===== config.mk =====
export PLATFORM = sky130hd
export DESIGN_NAME = afc_reduce
export DESIGN_NICKNAME = d
export VERILOG_FILES = /design/src/sv/afc_pkg.sv /design/src/sv/afc_reduce.sv
export SDC_FILE = /design/constraint.sdc
export NUM_CORES = 1
export LEC_CHECK = 0
export ABC_CLOCK_PERIOD_IN_PS = 800
export BUFFER_PORTS_ARGS = -buffer_cell sky130_fd_sc_hd__buf_2
export CORE_AREA = 2 2 39 41
export DETAILED_ROUTE_END_ITERATION = 10
export DIE_AREA = 0 0 41 43
export HOLD_SLACK_MARGIN = 0.15
export SLEW_MARGIN = 5
export SYNTH_ARGS = -nofsm -noshare
export SYNTH_HDL_FRONTEND = slang
export SYNTH_SLANG_ARGS = --single-unit

===== constraint.sdc =====
create_clock -name clk -period 0.8 [get_ports clk]
set_input_delay 0 -clock clk [delete_from_list [all_inputs] [get_ports clk]]
set_output_delay 0 -clock clk [all_outputs]
set_load 0.01 [all_outputs]

===== src/sv/afc_pkg.sv =====
// Package: shared types and constants for the box/frustum classifier.
package afc_pkg;

    localparam int COORD_BITS     = 16;
    localparam int COEF_BITS      = 16;
    localparam int OFS_BITS       = 16;
    localparam int NUM_PLANES     = 6;
    localparam int NUM_AXES       = 3;
    localparam int COEF_FRAC_BITS = 14;
    localparam int PROD_W         = COEF_BITS + COORD_BITS;
    localparam int DIST_W         = PROD_W + 3;
    localparam int CFG_IDX_W      = 3;

    localparam logic [1:0] VIS_INSIDE    = 2'd0;
    localparam logic [1:0] VIS_INTERSECT = 2'd1;
    localparam logic [1:0] VIS_OUTSIDE   = 2'd2;

    typedef logic signed [COORD_BITS-1:0] coord_t;
    typedef logic signed [COEF_BITS-1:0]  coef_t;
    typedef logic signed [PROD_W-1:0]     prod_t;

    typedef struct packed {
        coord_t min_x;
        coord_t min_y;
        coord_t min_z;
        coord_t max_x;
        coord_t max_y;
        coord_t max_z;
    } box_t;

    typedef struct packed {
        logic [1:0] visibility;
        logic       fully_outside;
    } result_t;

    // a in the low bits, d in the high bits
    typedef struct packed {
        logic signed [OFS_BITS-1:0] d;
        coef_t                      c;
        coef_t                      b;
        coef_t                      a;
    } plane_t;

    typedef plane_t [NUM_PLANES-1:0] plane_set_t;

    // Corner coordinates, one per axis (0 = x, 1 = y, 2 = z)
    typedef coord_t [NUM_AXES-1:0] corner_t;
    typedef corner_t [NUM_PLANES-1:0] corner_set_t;

    typedef prod_t [NUM_AXES-1:0] prod_row_t;
    typedef prod_row_t [NUM_PLANES-1:0] prod_set_t;

    // Pipeline control between stages
    typedef struct packed {
        logic en;
        logic valid;
    } pipe_ctl_t;

    function automatic coef_t plane_coef(input plane_t p, input int ax);
        coef_t r;
        case (ax)
            0:       r = p.a;
            1:       r = p.b;
            default: r = p.c;
        endcase
        return r;
    endfunction

endpackage


===== src/sv/afc_reduce.sv =====
// Stage 4: combine plane flags into the visibility result (output register).
module afc_reduce (
    input  logic               clk,
    input  logic               rst_n,
    input  afc_pkg::pipe_ctl_t ctl_in,
    input  logic [afc_pkg::NUM_PLANES-1:0] near_pos,
    input  logic [afc_pkg::NUM_PLANES-1:0] far_pos,
    output logic               res_valid,
    output afc_pkg::result_t   res
);
    import afc_pkg::*;

    logic    valid_reg;
    result_t res_reg;
    result_t res_next;

    always_comb
    begin
        res_next.fully_outside = |near_pos;
        if (|near_pos)
            res_next.visibility = VIS_OUTSIDE;
        else if (|far_pos)
            res_next.visibility = VIS_INTERSECT;
        else
            res_next.visibility = VIS_INSIDE;
    end

    always_ff @(posedge clk or negedge rst_n)
    begin
        if (!rst_n)
            valid_reg <= 1'b0;
        else if (ctl_in.en)
            valid_reg <= ctl_in.valid;
    end

    always_ff @(posedge clk)
    begin
        if (ctl_in.en)
            res_reg <= res_next;
    end

    assign res_valid = valid_reg;
    assign res       = res_reg;

endmodule


==> impl_metrics.env <==
export IMPL_fin_skew_ps=0
export IMPL_coreArea_sq_mm=0.00138
export IMPL_rsz0062_at_grt="yes"
export IMPL_synth_top_area_frac=0.550
export IMPL_critPathLaunchType="input pin"
export IMPL_die_h_um=43
export IMPL_power_frac_clock=0.457
export IMPL_nFillCells=145
export IMPL_synth_cells=11
export IMPL_violations="setup timing"
export IMPL_end_kind="register"
export IMPL_wl_um=444
export IMPL_postRouteAntennaNets=0
export IMPL_cts_setup_buffers=0
export IMPL_ys_ff_latch=4
export IMPL_start_util=0.118
export IMPL_cts_sinks=4
export IMPL_setup_violations=2
export IMPL_yosysMostFrequentCell="edfxtp_1"
export IMPL_synth_area_top_cells="edfxtp_1 (55%), dfrtp_1 (15%), mux2_2 (6.9%)"
export IMPL_grt_pass1_wl_um=607
export IMPL_ios=20
export IMPL_power_switching_w=0.000121
export IMPL_cp_cell_sequence="buf_6, or4_4, or2_1"
export IMPL_synth_edf_count=3
export IMPL_cts_made_buffers=3
export IMPL_cts_root_buf="clkbuf_4"
export IMPL_ys_seq_area_frac=0.702
export IMPL_syn_area_sq_um=164
export IMPL_multi_input_area_sq_um=52.6
export IMPL_path_buf_inv=1
export IMPL_area_growth_pct=108
export IMPL_synth_distinct_cells=9
export IMPL_drt_initial_drc_count=1
export IMPL_crit_type="in -> reg"
export IMPL_report_final_hold_viol_count=0
export IMPL_pre_cts_ws_ps=-315
export IMPL_insertion_delay_ps=230
export IMPL_synth_main_ff_cell="edfxtp_1"
export IMPL_routedWlPerCell_um=8.54
export IMPL_intPower_w=0.000480
export IMPL_drc=0
export IMPL_dieArea_sq_mm=0.00176
export IMPL_synth_warnings=0
export IMPL_h_tree_depth=1
export IMPL_relSlewSlack=0.837
export IMPL_slowest_stage="or4_4"
export IMPL_critPathTopFamily="simple AND/OR/NAND/NOR gates"
export IMPL_setup_ws_ps=-57.5
export IMPL_gp_congestion=0.602
export IMPL_nets=53
export IMPL_fmax_mhz=1170
export IMPL_async_flop_share=0.250
export IMPL_min_delay_path_class="in -> reg"
export IMPL_drive_gt1_frac=0.667
export IMPL_fin_crit_ps=857
export IMPL_grt_ovfl_total=0
export IMPL_antenna_found_initial=0
export IMPL_worstSetupStartpoint="near_pos[1]"
export IMPL_rows=14
export IMPL_arrival_ps=830
export IMPL_hold_ws_ps=31.7
export IMPL_cts_tree="yes"
export IMPL_min_from="ctl_in[1]"
export IMPL_netSwitchingFraction=0.202
export IMPL_grt_max_degree=5
export IMPL_portBuffers=19
export IMPL_slew_violations=0
export IMPL_cp_required_ps=780
export IMPL_crit_fanout=2
export IMPL_largest_reg_flops=3
export IMPL_status="complete, but fails checks"
export IMPL_viasPerCell=3.56
export IMPL_die_width_um=41
export IMPL_yosysTopAreaCell="edfxtp_1"
export IMPL_syn_avg_cell_area_sq_um=14.9
export IMPL_grt_pass1_vias=153
export IMPL_syn_nets=27
export IMPL_grt_use_total=0.0646
export IMPL_cellPowerDensity_mw_per_mm2=1770
export IMPL_cts_buffer_depth=2
export IMPL_clk_pin_slew_ps=40
export IMPL_register_area_sq_um=115
export IMPL_power_frac_seq=0.402
export IMPL_ir_drop_v=0.000507
export IMPL_r2r_start="res_valid"
export IMPL_antenna_cells=0
export IMPL_tightest_slew_ps=242
export IMPL_p_comb_frac=0.141
export IMPL_critical_path_max_stage_delay_ps=510
export IMPL_post_route_period_util=1.07
export IMPL_p_leak_nw=0.154
export IMPL_via_count=185
export IMPL_hold_buffers=3
export IMPL_first_pass_iters=2
export IMPL_maxCapViolCount=0
## logic make-up after synthesis
family           Yosys count  synth area share
AND/OR/NAND/NOR            5             0.183
multiplexers               1            0.0687
AO/OA/AOI/OAI              1            0.0458
flip-flops                 4             0.702
## path summary, 6_finish.rpt
check | endpoint | slack, ps | cells past startpoint
max | res[2] | -60 | 3
min | res[0] | 30 | 1
max reg2reg | res_valid | 70 | 1
min reg2reg | res_valid | 500 | 1
max in group asynchronous | res_valid | 100 | 3
min in group asynchronous | res_valid | 600 | 3
## layout make-up
cell class / instances / area share
timing repair buffer: 21 / 0.371
sequential: 4 / 0.338
multi-input combinational: 7 / 0.154
clock buffer: 4 / 0.0772
tap: 16 / 0.0588
## power by group through the flow
| stage | sequential [W] | combinational, W | clock, W |
|---|---|---|---|
| floorplan | 0.000254 | 0.0000128 | 0 |
| CTS | 0.000242 | 0.0000874 | 0.000293 |
| detailed placement | 0.000245 | 0.0000734 | 0 |
| finish | 0.000242 | 0.0000846 | 0.000275 |
| global placement | 0.000245 | 0.0000723 | 0 |
| global route | 0.000243 | 0.0000941 | 0.000302 |
## layout by cell type (no fill, tap or decap), drive strengths merged
cell and instances:
clkbuf 4, or4 1, or2 2, mux2 1, nor4 1, dlygate4sd3 3
buf 18, nor2 1, a211oi 1, dfrtp 1, edfxtp 3
## metal layers
layer  up-vias  GRT usage  part of all wire
met3         2     0.0628              0.21
met4         0     0.0600             0.043
li1         92          -                 -
met5         -          0                 0
met2        22     0.0688              0.28
met1        69     0.0686              0.47
## stage by stage
stage	setup TNS, ps	cell area, sq um	util	power (W)	std cells
floorplan	-405	168	-	0.000266	11
global placement	-807	283	0.204	0.000318	46
detailed placement	-869	283	0.204	0.000318	46
CTS	-94.8	345	0.250	0.000622	53
global route	-227	340	0.246	0.000639	52
finish	-112	340	0.246	0.000602	52
## what timing repair did
action,CTS,global route
hold endpoints to repair,8,4
resized for setup,1,0
setup endpoints to repair,2,4
No activity file was read; power rests on OpenSTA's default activity.
