==> src/sv/afc_pkg.sv <==
// Package: shared types and constants for the box/frustum classifier.
package afc_pkg;

    localparam int COORD_BITS     = 16;
    localparam int COEF_BITS      = 16;
    localparam int OFS_BITS       = 16;
    localparam int NUM_PLANES     = 6;
    localparam int NUM_AXES       = 3;
    localparam int COEF_FRAC_BITS = 14;
    localparam int PROD_W         = COEF_BITS + COORD_BITS;
    localparam int DIST_W         = PROD_W + 3;
    localparam int CFG_IDX_W      = 3;

    localparam logic [1:0] VIS_INSIDE    = 2'd0;
    localparam logic [1:0] VIS_INTERSECT = 2'd1;
    localparam logic [1:0] VIS_OUTSIDE   = 2'd2;

    typedef logic signed [COORD_BITS-1:0] coord_t;
    typedef logic signed [COEF_BITS-1:0]  coef_t;
    typedef logic signed [PROD_W-1:0]     prod_t;

    typedef struct packed {
        coord_t min_x;
        coord_t min_y;
        coord_t min_z;
        coord_t max_x;
        coord_t max_y;
        coord_t max_z;
    } box_t;

    typedef struct packed {
        logic [1:0] visibility;
        logic       fully_outside;
    } result_t;

    // a in the low bits, d in the high bits
    typedef struct packed {
        logic signed [OFS_BITS-1:0] d;
        coef_t                      c;
        coef_t                      b;
        coef_t                      a;
    } plane_t;

    typedef plane_t [NUM_PLANES-1:0] plane_set_t;

    // Corner coordinates, one per axis (0 = x, 1 = y, 2 = z)
    typedef coord_t [NUM_AXES-1:0] corner_t;
    typedef corner_t [NUM_PLANES-1:0] corner_set_t;

    typedef prod_t [NUM_AXES-1:0] prod_row_t;
    typedef prod_row_t [NUM_PLANES-1:0] prod_set_t;

    // Pipeline control between stages
    typedef struct packed {
        logic en;
        logic valid;
    } pipe_ctl_t;

    function automatic coef_t plane_coef(input plane_t p, input int ax);
        coef_t r;
        case (ax)
            0:       r = p.a;
            1:       r = p.b;
            default: r = p.c;
        endcase
        return r;
    endfunction

endpackage

==> src/sv/afc_corner_sel.sv <==
// Stage 1: near and far corner selection for each plane.
module afc_corner_sel (
    input  logic                clk,
    input  logic                rst_n,
    input  afc_pkg::pipe_ctl_t  ctl_in,
    input  afc_pkg::box_t       box,
    input  afc_pkg::plane_set_t planes,
    output afc_pkg::pipe_ctl_t  ctl_out,
    output afc_pkg::corner_set_t near_c,
    output afc_pkg::corner_set_t far_c
);
    import afc_pkg::*;

    logic        valid_reg;
    corner_set_t near_reg;
    corner_set_t near_next;
    corner_set_t far_reg;
    corner_set_t far_next;
    corner_t     lo;
    corner_t     hi;

    assign lo = {box.min_z, box.min_y, box.min_x};
    assign hi = {box.max_z, box.max_y, box.max_x};

    always_comb
    begin
        for (int p = 0; p < NUM_PLANES; p++)
        begin
            for (int ax = 0; ax < NUM_AXES; ax++)
            begin
                // zero coefficient counts as non-negative
                if (plane_coef(planes[p], ax) < 0)
                begin
                    near_next[p][ax] = hi[ax];
                    far_next[p][ax]  = lo[ax];
                end
                else
                begin
                    near_next[p][ax] = lo[ax];
                    far_next[p][ax]  = hi[ax];
                end
            end
        end
    end

    always_ff @(posedge clk or negedge rst_n)
    begin
        if (!rst_n)
            valid_reg <= 1'b0;
        else if (ctl_in.en)
            valid_reg <= ctl_in.valid;
    end

    always_ff @(posedge clk)
    begin
        if (ctl_in.en)
        begin
            near_reg <= near_next;
            far_reg  <= far_next;
        end
    end

    assign ctl_out.en    = ctl_in.en;
    assign ctl_out.valid = valid_reg;
    assign near_c        = near_reg;
    assign far_c         = far_reg;

endmodule

==> config.mk <==
export PLATFORM = sky130hd
export DESIGN_NAME = afc_corner_sel
export DESIGN_NICKNAME = d
export VERILOG_FILES = /design/src/sv/afc_pkg.sv /design/src/sv/afc_corner_sel.sv
export SDC_FILE = /design/constraint.sdc
export NUM_CORES = 1
export LEC_CHECK = 0
export BUFFER_PORTS_ARGS = -buffer_cell sky130_fd_sc_hd__buf_2
export CORE_AREA = 2 2 415 417
export DETAILED_ROUTE_END_ITERATION = 10
export DIE_AREA = 0 0 417 419
export PLACE_DENSITY = 0.38
export SLEW_MARGIN = 20
export SYNTH_ARGS = -nofsm -noshare
export SYNTH_HDL_FRONTEND = slang
export SYNTH_SLANG_ARGS = --single-unit
==> constraint.sdc <==
create_clock -name clk -period 0.82 [get_ports clk]
set_input_delay 0.164 -clock clk [delete_from_list [all_inputs] [get_ports clk]]
set_output_delay 0.164 -clock clk [all_outputs]
set_load 0.02 [all_outputs]
==> run_results.csv, run 1 <==
group,metric,value,unit
clock_tree,postCtsHoldBufs,89,
power,clkPwrFrac,36.7,%
setup_path,path_class,"register to primary output",
setup_path,timing.critical_path.from_type,"register",
sta,hold_viol,0,
setup_path,timing.critical_path.slowest_stage_cell,"edfxtp_1",
sta,fmax,655.0,MHz
global_route,grt_pass1_wl,127000,um
power,combinationalPowerShare,20.4,%
setup_path,rr_startpoint,"valid_reg",
route,detail_route.first_pass.iterations,5,
clock_tree,clk-insertion-delay-late,0.66,ns
floorplanning,design.core.area,170600,um2
sta,setup_skew,0,ns
setup_path,worst_path_dominant_cell_family,"flip-flops",
clock_tree,cts-htree-levels,3,
outcome,violations,"negative setup slack",
route,drtAntennaViolNets,0,
global_route,grt_max_degree,44,
global_route,global_route.overflow_total,0,
setup_path,setup.reg_to_reg.worst_slack,0.07,ns
yosys,netlist-cell-type-count,9,
sta,layout_worst_path_cycle_share,186.2,%
route,postRouteWirelength,93360,um
final_layout,num-nets-final,2606,
floorplanning,floorplan.io_pins,1062,
power,p_sw,23.49,mW
yosys,synthesis.area,27510,um2
yosys,post_synth_inst_count,1324,
global_route,grtUsageTotal,10.24,%
setup_path,worstPathArrival,1.36,ns
setup_path,crit_path_max_fanout,1,
power,power_report.internal_total,63.15,mW
yosys,synth_warnings,0,
sta,setup_viols_final,679,
setup_path,critical_path_cell_count,2,
power,switching_share,27.11,%
route,wire_per_inst,21.17,um
clock_tree,numClockSinks,577,
clock_tree,clock_buffer_depth,3,
setup_path,slowest_delay,0.41,ns
yosys,synth.net_count,1808,
sta,max_slew_margin,56.33,%
sta,timing.final.crit_period,1.527,ns
setup_path,critical_path.startpoint,"far_c[6]",
final_layout,area_delta_synth_final,46.04,%
yosys,ys_ff_latch,577,
sta,rsz0062_at_grt,"true",
yosys,synthesis.area_per_instance,20.78,um2
final_layout,final_common_cell,"edfxtp_1",
setup_path,timing.reg2reg.worst_path_depth,1,
power,report.power.total,86.64,mW
global_route,grt_antenna_before_repair,3,
place,portBuffers,695,
setup_path,cp_data_required_time,0.66,ns
route,drt_iter0_markers,776,
place,dpl_worst_slack,-0.4508,ns
yosys,synth-seq-area-share,62.97,%
floorplanning,design.die.area,174700,um2
setup_path,setup.worst_path.end_class,"primary output",
final_layout,final_cell_mix,"576 x edfxtp_1, 540 x mux2_4, 538 x buf_6",
route,vias,14840,
place,gp_congestion,0.7595,
sta,max_slew.worst_pin.slew,0.6550,ns
floorplanning,dieHeight,419,um
floorplanning,floorplan.die.width,417,um
power,power_leakage,16.37,nW
setup_path,timing.critical_path.cells,"buf_12 -> buf_8",
final_layout,end_of_flow_core_utilization,23.55,%
power,vdd_ir_drop_max,1.277,mV
floorplanning,initial_core_util,16.12,%
clock_tree,cts_tree,"done",
route,drc,0,
clock_tree,path_clk_slew,0.06,ns
power,seqPwrFrac,42.9,%
sta,final-max-slew-violation-count,0,
floorplanning,count_of_standard_cell_rows,152,
final_layout,layout-drive-gt1-share,67.89,%
clock_tree,cts_buffers,76,
setup_path,crit_path_end,"far_c[6]",
place,hpwlAfterDp,68300,um
clock_tree,clock-root-buffer,"clkbuf_16",
flow_run,maxCapViolCount,0,
setup_path,endpoint_of_the_lowest_slack_register_to_register_path,"valid_reg",
sta,setup_slack,-0.7066,ns
route,vias_per_cell,3.365,
outcome,status,"finished, violations left",
power,power_density,2157,nW/um2
setup_path,cp_num_buf_inv,2,
global_route,via_count_of_the_first_global_routing_pass,15740,
worst_hold_path,hp-class,"input port to register",
power groups by stage:
stage,Clock (mW),Combinational (mW),Sequential [mW]
6_report,31.8,17.7,37.2
5_1_grt,34.2,18.4,37.4
4_1_cts,33.2,17.4,37.1
3_5_place_dp,0,14.8,37.1
3_3_place_gp,0,14.7,37.1
2_1_floorplan,0,5.49,40.6
how the worst min path moves through the flow:
stage,start,end,cells after the start
6_report,ctl_in[1],far_c[52],2
5_1_grt,ctl_in[1],far_c[244],2
4_1_cts,ctl_in[1],far_c[244],2
3_5_place_dp,rst_n,valid_reg,1
3_3_place_gp,rst_n,valid_reg,1
2_1_floorplan,rst_n,valid_reg,0
logic make-up (layout without fill, tap and decap cells):
family	Yosys count	after routing	share of synthesized area, %
flops	577	577	62.97
other cells	0	1	0
buf+inv	170	1023	6.040
mux	577	577	30.99
per-stage QoR:
stage	instance area [um2]	TNS (ns)	hold WS, ns	cells
2_1_floorplan	27670	-75.38	-0.1316	1324
3_5_place_dp	33490	-390.20	0.04672	4184
6_report	40170	-314.09	0.0006511	4411
5_1_grt	40170	-358.88	-0.04532	4411
4_1_cts	39360	-369.23	-0.08396	4406
3_3_place_gp	33490	-378.36	0.04860	4184
final cells by class:
type                            instances  area [um2]
Antenna cell                            1       2.502
Clock buffer                           96        1998
Clock inverter                         37       312.8
Fill cell                           17680      130400
Multi-Input combinational cell        577        8524
Sequential cell                       577       17320
Tap cell                             2233        2794
Timing Repair Buffer                  890        9219
Yosys cell counts:
library cell | n | area share (%)
buf_6 | 18 | 0.74
buf_12 | 54 | 3.9
mux2_4 | 540 | 29
buf_4 | 2 | 0.055
clkbuf_1 | 94 | 1.3
clkbuf_2 | 2 | 0.036
edfxtp_1 | 576 | 63
dfrtp_1 | 1 | 0.091
mux2_2 | 37 | 1.5
timing repair:
action,in CTS,in global routing
hold endpoints to repair,472,21
resized for setup,854,251
gates cloned,0,2
setup endpoints to repair,578,613
setup buffers,0,2
routing by layer:
layer	global-route usage, %	vias up	routed length, um
met1	10.68	7653	33880
met5	0	-	13
met2	19.64	402	52160
met3	1.902	128	3694
li1	-	6657	-
met4	4.759	2	3611
Note: power is estimated with default switching activity, not from simulation.
==> run 2, diff against run 1 <==
--- a/config.mk
+++ b/config.mk
@@ -7,4 +7,5 @@
 export LEC_CHECK = 0
 export BUFFER_PORTS_ARGS = -buffer_cell sky130_fd_sc_hd__buf_2
+export CAP_MARGIN = 20
 export CORE_AREA = 2 2 415 417
 export DETAILED_ROUTE_END_ITERATION = 10
==> constraint.sdc (replaced) <==
create_clock -name clk -period 0.82 [get_ports clk]
set_input_delay 0.123 -clock clk [delete_from_list [all_inputs] [get_ports clk]]
set_output_delay 0.123 -clock clk [all_outputs]
set_load 0.02 [all_outputs]
==> run_results.csv, run 2 (same netlist as run 1, synthesis figures left out) <==
group,metric,value,unit
sta,setup_slack,-0.6719,ns
route,postRouteWirelength,93600,um
setup_path,worst_path_dominant_cell_family,"flip-flops",
sta,fmax,670.3,MHz
setup_path,cp_num_buf_inv,2,
floorplanning,initial_core_util,16.12,%
setup_path,crit_path_max_fanout,1,
power,combinationalPowerShare,20.4,%
sta,final-max-slew-violation-count,0,
power,report.power.total,86.86,mW
floorplanning,design.core.area,170600,um2
flow_run,maxCapViolCount,0,
sta,hold-worst-slack,-0.01806,ns
place,gp_congestion,0.7624,
sta,max_slew.worst_pin.slew,0.4723,ns
global_route,via_count_of_the_first_global_routing_pass,15700,
route,drc,0,
outcome,status,"finished, violations left",
final_layout,num-fill-cells,17580,
sta,layout_worst_path_cycle_share,181.9,%
setup_path,slowest_delay,0.41,ns
floorplanning,floorplan.die.width,417,um
route,detail_route.first_pass.iterations,5,
final_layout,design_area,40400,um2
setup_path,endpoint_of_the_lowest_slack_register_to_register_path,"valid_reg",
setup_path,critical_path.startpoint,"far_c[6]",
place,place.detailed.instances,4192,
clock_tree,clock_buffer_depth,3,
route,drt_iter0_markers,819,
clock_tree,numClockSinks,577,
final_layout,multi_input_gate_area,8524,um2
route,drtAntennaViolNets,0,
sta,setup_viols_final,614,
clock_tree,clk-insertion-delay-late,0.67,ns
place,place_area,33650,um2
clock_tree,cts_tree,"done",
setup_path,critical_path_cell_count,2,
setup_path,timing.reg2reg.worst_path_depth,1,
setup_path,worstPathArrival,1.37,ns
floorplanning,dieHeight,419,um
power,switching_share,27.03,%
route,vias,14880,
clock_tree,clock-root-buffer,"clkbuf_16",
setup_path,cp_data_required_time,0.70,ns
final_layout,num-nets-final,2633,
global_route,grt_pass1_wl,127000,um
place,hpwlAfterDp,68510,um
setup_path,timing.critical_path.from_type,"register",
clock_tree,cts_buffers,73,
setup_path,setup.worst_path.end_class,"primary output",
global_route,global_route.overflow_total,0,
setup_path,setup.reg_to_reg.worst_slack,0.06,ns
setup_path,crit_path_end,"far_c[6]",
final_layout,layout.cells.non_filler,4439,
power,seqPwrFrac,42.7,%
final_layout,layout-drive-gt1-share,67.57,%
sta,timing.final.crit_period,1.492,ns
global_route,grt_max_degree,35,
power,vdd_ir_drop_max,1.368,mV
floorplanning,floorplan.io_pins,1062,
outcome,violations,"negative hold slack, negative setup slack",
setup_path,rr_startpoint,"valid_reg",
final_layout,final_cell_mix,"576 x edfxtp_1, 540 x mux2_4, 517 x buf_6",
sta,max_slew_margin,68.52,%
sta,setup_skew,0,ns
power,clkPwrFrac,36.9,%
power,power_report.internal_total,63.38,mW
final_layout,regArea,17320,um2
setup_path,timing.critical_path.cells,"buf_12 -> buf_8",
global_route,grt_antenna_before_repair,4,
floorplanning,count_of_standard_cell_rows,152,
route,vias_per_cell,3.353,
sta,hold_viol,2,
global_route,grtUsageTotal,10.29,%
setup_path,path_class,"register to primary output",
final_layout,final_common_cell,"edfxtp_1",
clock_tree,path_clk_slew,0.06,ns
power,power_leakage,16.53,nW
sta,rsz0062_at_grt,"true",
route,wire_per_inst,21.09,um
power,p_sw,23.48,mW
floorplanning,design.die.area,174700,um2
worst_hold_path,hp-class,"input port to register",
clock_tree,cts-htree-levels,3,
place,portBuffers,695,
power,power_density,2150,nW/um2
final_layout,area_delta_synth_final,46.85,%
setup_path,timing.critical_path.slowest_stage_cell,"edfxtp_1",
[run 2: cell types whose count changed in the layout (fill, tap and decap cells not counted), moves of 2 or more]
cell and delta:
clkbuf_4 -2, clkinv_4 -2, clkbuf_16 -3, buf_12 +9
dlymetal6s4s_1 +3, clkinv_8 +4, buf_2 +27, dlygate4sd3_1 +12
clkinvlp_4 -2, bufinv_16 +2, buf_6 -21
[run 2: repair_timing]
action / CTS / global route
gates resized for setup: 880 / 172
gates cloned: 0 / 1
hold buffers: 106 / 1
endpoints found under the setup margin: 578 / 674
pin swaps: 0 / 0
endpoints found under the hold margin: 592 / 10
buffers inserted: 0 / 8
[run 2: how the worst min path moves through the flow]
stage	startpoint	end	slack, ns	depth (start not counted)
3_5_place_dp	rst_n	valid_reg	0.006	1
5_1_grt	planes[335]	near_c[255]	-0.05	3
6_report	planes[335]	near_c[255]	-0.02	3
4_1_cts	planes[335]	near_c[255]	-0.09	3
2_1_floorplan	rst_n	valid_reg	-0.17	0
3_3_place_gp	rst_n	valid_reg	0.007	1
[run 2: area by class of cell]
class	count	area share (%)
multi-input combinational	577	21.10
tap	2233	6.917
antenna	1	0.006195
timing repair buffer	920	23.34
sequential	577	42.88
clock buffer	94	4.823
clock inverter	37	0.9323
[run 2: power by group through the flow]
stage / sequential (mW) / combinational (mW) / clock (mW)
2_1_floorplan: 40.6 / 5.49 / 0
3_3_place_gp: 37.1 / 14.8 / 0
3_5_place_dp: 37.1 / 14.9 / 0
4_1_cts: 37.1 / 17.7 / 33.5
5_1_grt: 37.3 / 18.4 / 34.4
6_report: 37.1 / 17.7 / 32.0
[run 2: metrics by stage]
stage / util, % / setup slack (ns) / setup TNS, ns
global route: 23.68 / -0.7477 / -340.71
global placement: 19.73 / -0.3763 / -300.02
finish: 23.68 / -0.6719 / -295.59
floorplan: - / -0.09760 / -52.71
CTS: 23.32 / -0.7855 / -372.99
detailed placement: 19.73 / -0.3860 / -305.83
[run 2: metal layers]
metal | vias to the layer above | global-route usage, % | share of wire [%]
li1 | 6707 | - | -
met1 | 7666 | 10.62 | 36
met2 | 393 | 19.97 | 56
met3 | 116 | 2.082 | 4.2
met4 | 0 | 4.293 | 3.2
met5 | - | 0 | 0
==> run 3, diff against run 2 <==
--- a/config.mk
+++ b/config.mk
@@ -11,5 +11,6 @@
 export DETAILED_ROUTE_END_ITERATION = 10
 export DIE_AREA = 0 0 417 419
-export PLACE_DENSITY = 0.38
+export MAX_ROUTING_LAYER = met4
+export PLACE_DENSITY = 0.42
 export SLEW_MARGIN = 20
 export SYNTH_ARGS = -nofsm -noshare
==> constraint.sdc (replaced) <==
create_clock -name clk -period 0.82 [get_ports clk]
set_input_delay 0.082 -clock clk [delete_from_list [all_inputs] [get_ports clk]]
set_output_delay 0.082 -clock clk [all_outputs]
set_load 0.02 [all_outputs]
==> run_results.csv, run 3 (same netlist as run 1, synthesis figures left out) <==
group,metric,value,unit
final_layout,final_common_cell,"edfxtp_1",
floorplanning,initial_core_util,16.12,%
global_route,grt_max_degree,26,
sta,hold_viol,15,
worst_hold_path,hp-class,"input port to register",
power,power_report.internal_total,62.41,mW
setup_path,path_class,"register to primary output",
route,postRouteWirelength,96590,um
clock_tree,numClockSinks,577,
clock_tree,clock-root-buffer,"clkbuf_16",
setup_path,crit_path_max_fanout,1,
power,power_leakage,16.78,nW
route,met3_wl_post_dr,3536,um
floorplanning,design.core.area,170600,um2
route,vias_per_cell,3.396,
floorplanning,floorplan.io_pins,1062,
place,dpl_worst_slack,-0.3118,ns
place,gp_congestion,0.7822,
power,clkPwrFrac,35.9,%
global_route,grt_antenna_before_repair,9,
route,drt_iter0_markers,650,
sta,hold-worst-slack,-0.05347,ns
floorplanning,floorplan.die.width,417,um
final_layout,layout-drive-gt1-share,67.55,%
route,drtAntennaViolNets,0,
final_layout,layout.cells.non_filler,4488,
power,vdd_ir_drop_max,1.396,mV
outcome,violations,"negative hold slack, negative setup slack",
setup_path,cp_data_required_time,0.74,ns
place,place.detailed.instances,4205,
final_layout,num-fill-cells,17620,
setup_path,worstPathArrival,1.37,ns
sta,max_slew_margin,60.07,%
setup_path,cp_num_buf_inv,1,
setup_path,worst_path_dominant_cell_family,"flip-flops",
floorplanning,count_of_standard_cell_rows,152,
route,wire_per_inst,21.52,um
sta,max_slew.worst_pin.slew,0.5989,ns
power,power_density,2108,nW/um2
clock_tree,clk-insertion-delay-late,0.66,ns
sta,final-max-slew-violation-count,0,
sta,setup_slack,-0.6284,ns
clock_tree,path_clk_slew,0.05,ns
final_layout,area_delta_synth_final,48.46,%
clock_tree,cts-htree-levels,3,
setup_path,timing.critical_path.cells,"buf_6",
setup_path,timing.critical_path.slowest_stage_cell,"edfxtp_1",
route,dr.max_layer_used,"met4",
place,hpwlAfterDp,68510,um
route,detail_route.first_pass.iterations,4,
route,drc,0,
flow_run,maxCapViolCount,0,
power,p_sw,23.67,mW
global_route,via_count_of_the_first_global_routing_pass,15640,
final_layout,num-nets-final,2683,
setup_path,timing.critical_path.from_type,"register",
global_route,grt_pass1_wl,128800,um
sta,timing.final.crit_period,1.448,ns
global_route,grtUsageTotal,10.84,%
clock_tree,clock_buffer_depth,3,
sta,rsz0062_at_grt,"true",
power,combinationalPowerShare,21.1,%
route,vias,15240,
global_route,global_route.overflow_total,0,
setup_path,setup.worst_path.end_class,"primary output",
sta,layout_worst_path_cycle_share,176.6,%
power,seqPwrFrac,43.0,%
clock_tree,cts_buffers,75,
place,portBuffers,695,
sta,fmax,690.4,MHz
outcome,status,"finished, violations left",
floorplanning,design.die.area,174700,um2
final_layout,final_cell_mix,"576 x edfxtp_1, 540 x mux2_4, 520 x buf_6",
clock_tree,cts_tree,"done",
route,dr_wl_met2,54040,um
sta,setup_viols_final,885,
floorplanning,dieHeight,419,um
sta,setup_skew,0,ns
setup_path,slowest_delay,0.50,ns
route,m1WireLength,35860,um
power,switching_share,27.50,%
-- run 3: worst paths after layout --
| check | startpoint | endpoint | slack [ns] | cells past startpoint |
|---|---|---|---|---|
| max in group asynchronous | rst_n | valid_reg | 0.10 | 3 |
| hold reg to reg | valid_reg | valid_reg | 0.54 | 1 |
| min in group asynchronous | rst_n | valid_reg | 0.49 | 3 |
| hold / removal | planes[239] | far_c[177] | -0.05 | 3 |
| setup / recovery | far_c[4] | far_c[4] | -0.63 | 1 |
| setup reg to reg | valid_reg | valid_reg | 0.06 | 1 |
-- run 3: metrics by stage --
stage	setup TNS [ns]	util [%]	instance area, um2	total power [mW]
finish	-395.50	23.94	40840	86.08
global route	-474.36	23.94	40840	89.44
CTS	-323.71	23.38	39880	87.00
detailed placement	-275.52	19.82	33800	52.07
global placement	-276.56	19.82	33800	52.03
floorplan	-30.57	-	27670	46.05
-- run 3: what timing repair did --
item | 4_1_cts | 5_1_grt
hold buffers | 125 | 5
gates cloned | 0 | 2
setup buffers | 0 | 24
endpoints found under the setup margin | 578 | 678
endpoints found under the hold margin | 648 | 86
gates resized for setup | 820 | 236
-- run 3: final cells by class --
type	instances	area, um2	area share, %
sequential	577	17320	42.42
timing repair buffer	968	9932	24.32
multi-input combinational	577	8524	20.87
tap	2233	2794	6.842
clock buffer	98	2036	4.985
clock inverter	33	225.2	0.5515
antenna	2	5.005	0.01226
-- run 3: tightest hold or removal path, delay by kind of cell --
kind	cells	cell delay (ns)
multiplexers	1	0.16
buffers and inverters	2	0.25
-- run 3: power by group through the flow --
stage	registers [mW]	clock network, mW	logic, mW
finish	37.0	30.9	18.2
global route	37.2	33.4	18.9
CTS	36.9	32.3	17.8
detailed placement	37.0	0	15.1
global placement	37.0	0	15.1
floorplan	40.6	0	5.49
-- run 3: routing by layer --
| metal | vias to the layer above | track usage [%] |
|---|---|---|
| met3 | 132 | 1.865 |
| met1 | 7935 | 11.28 |
| met5 | - | - |
| met2 | 364 | 20.27 |
| met4 | 0 | 4.078 |
| li1 | 6812 | - |
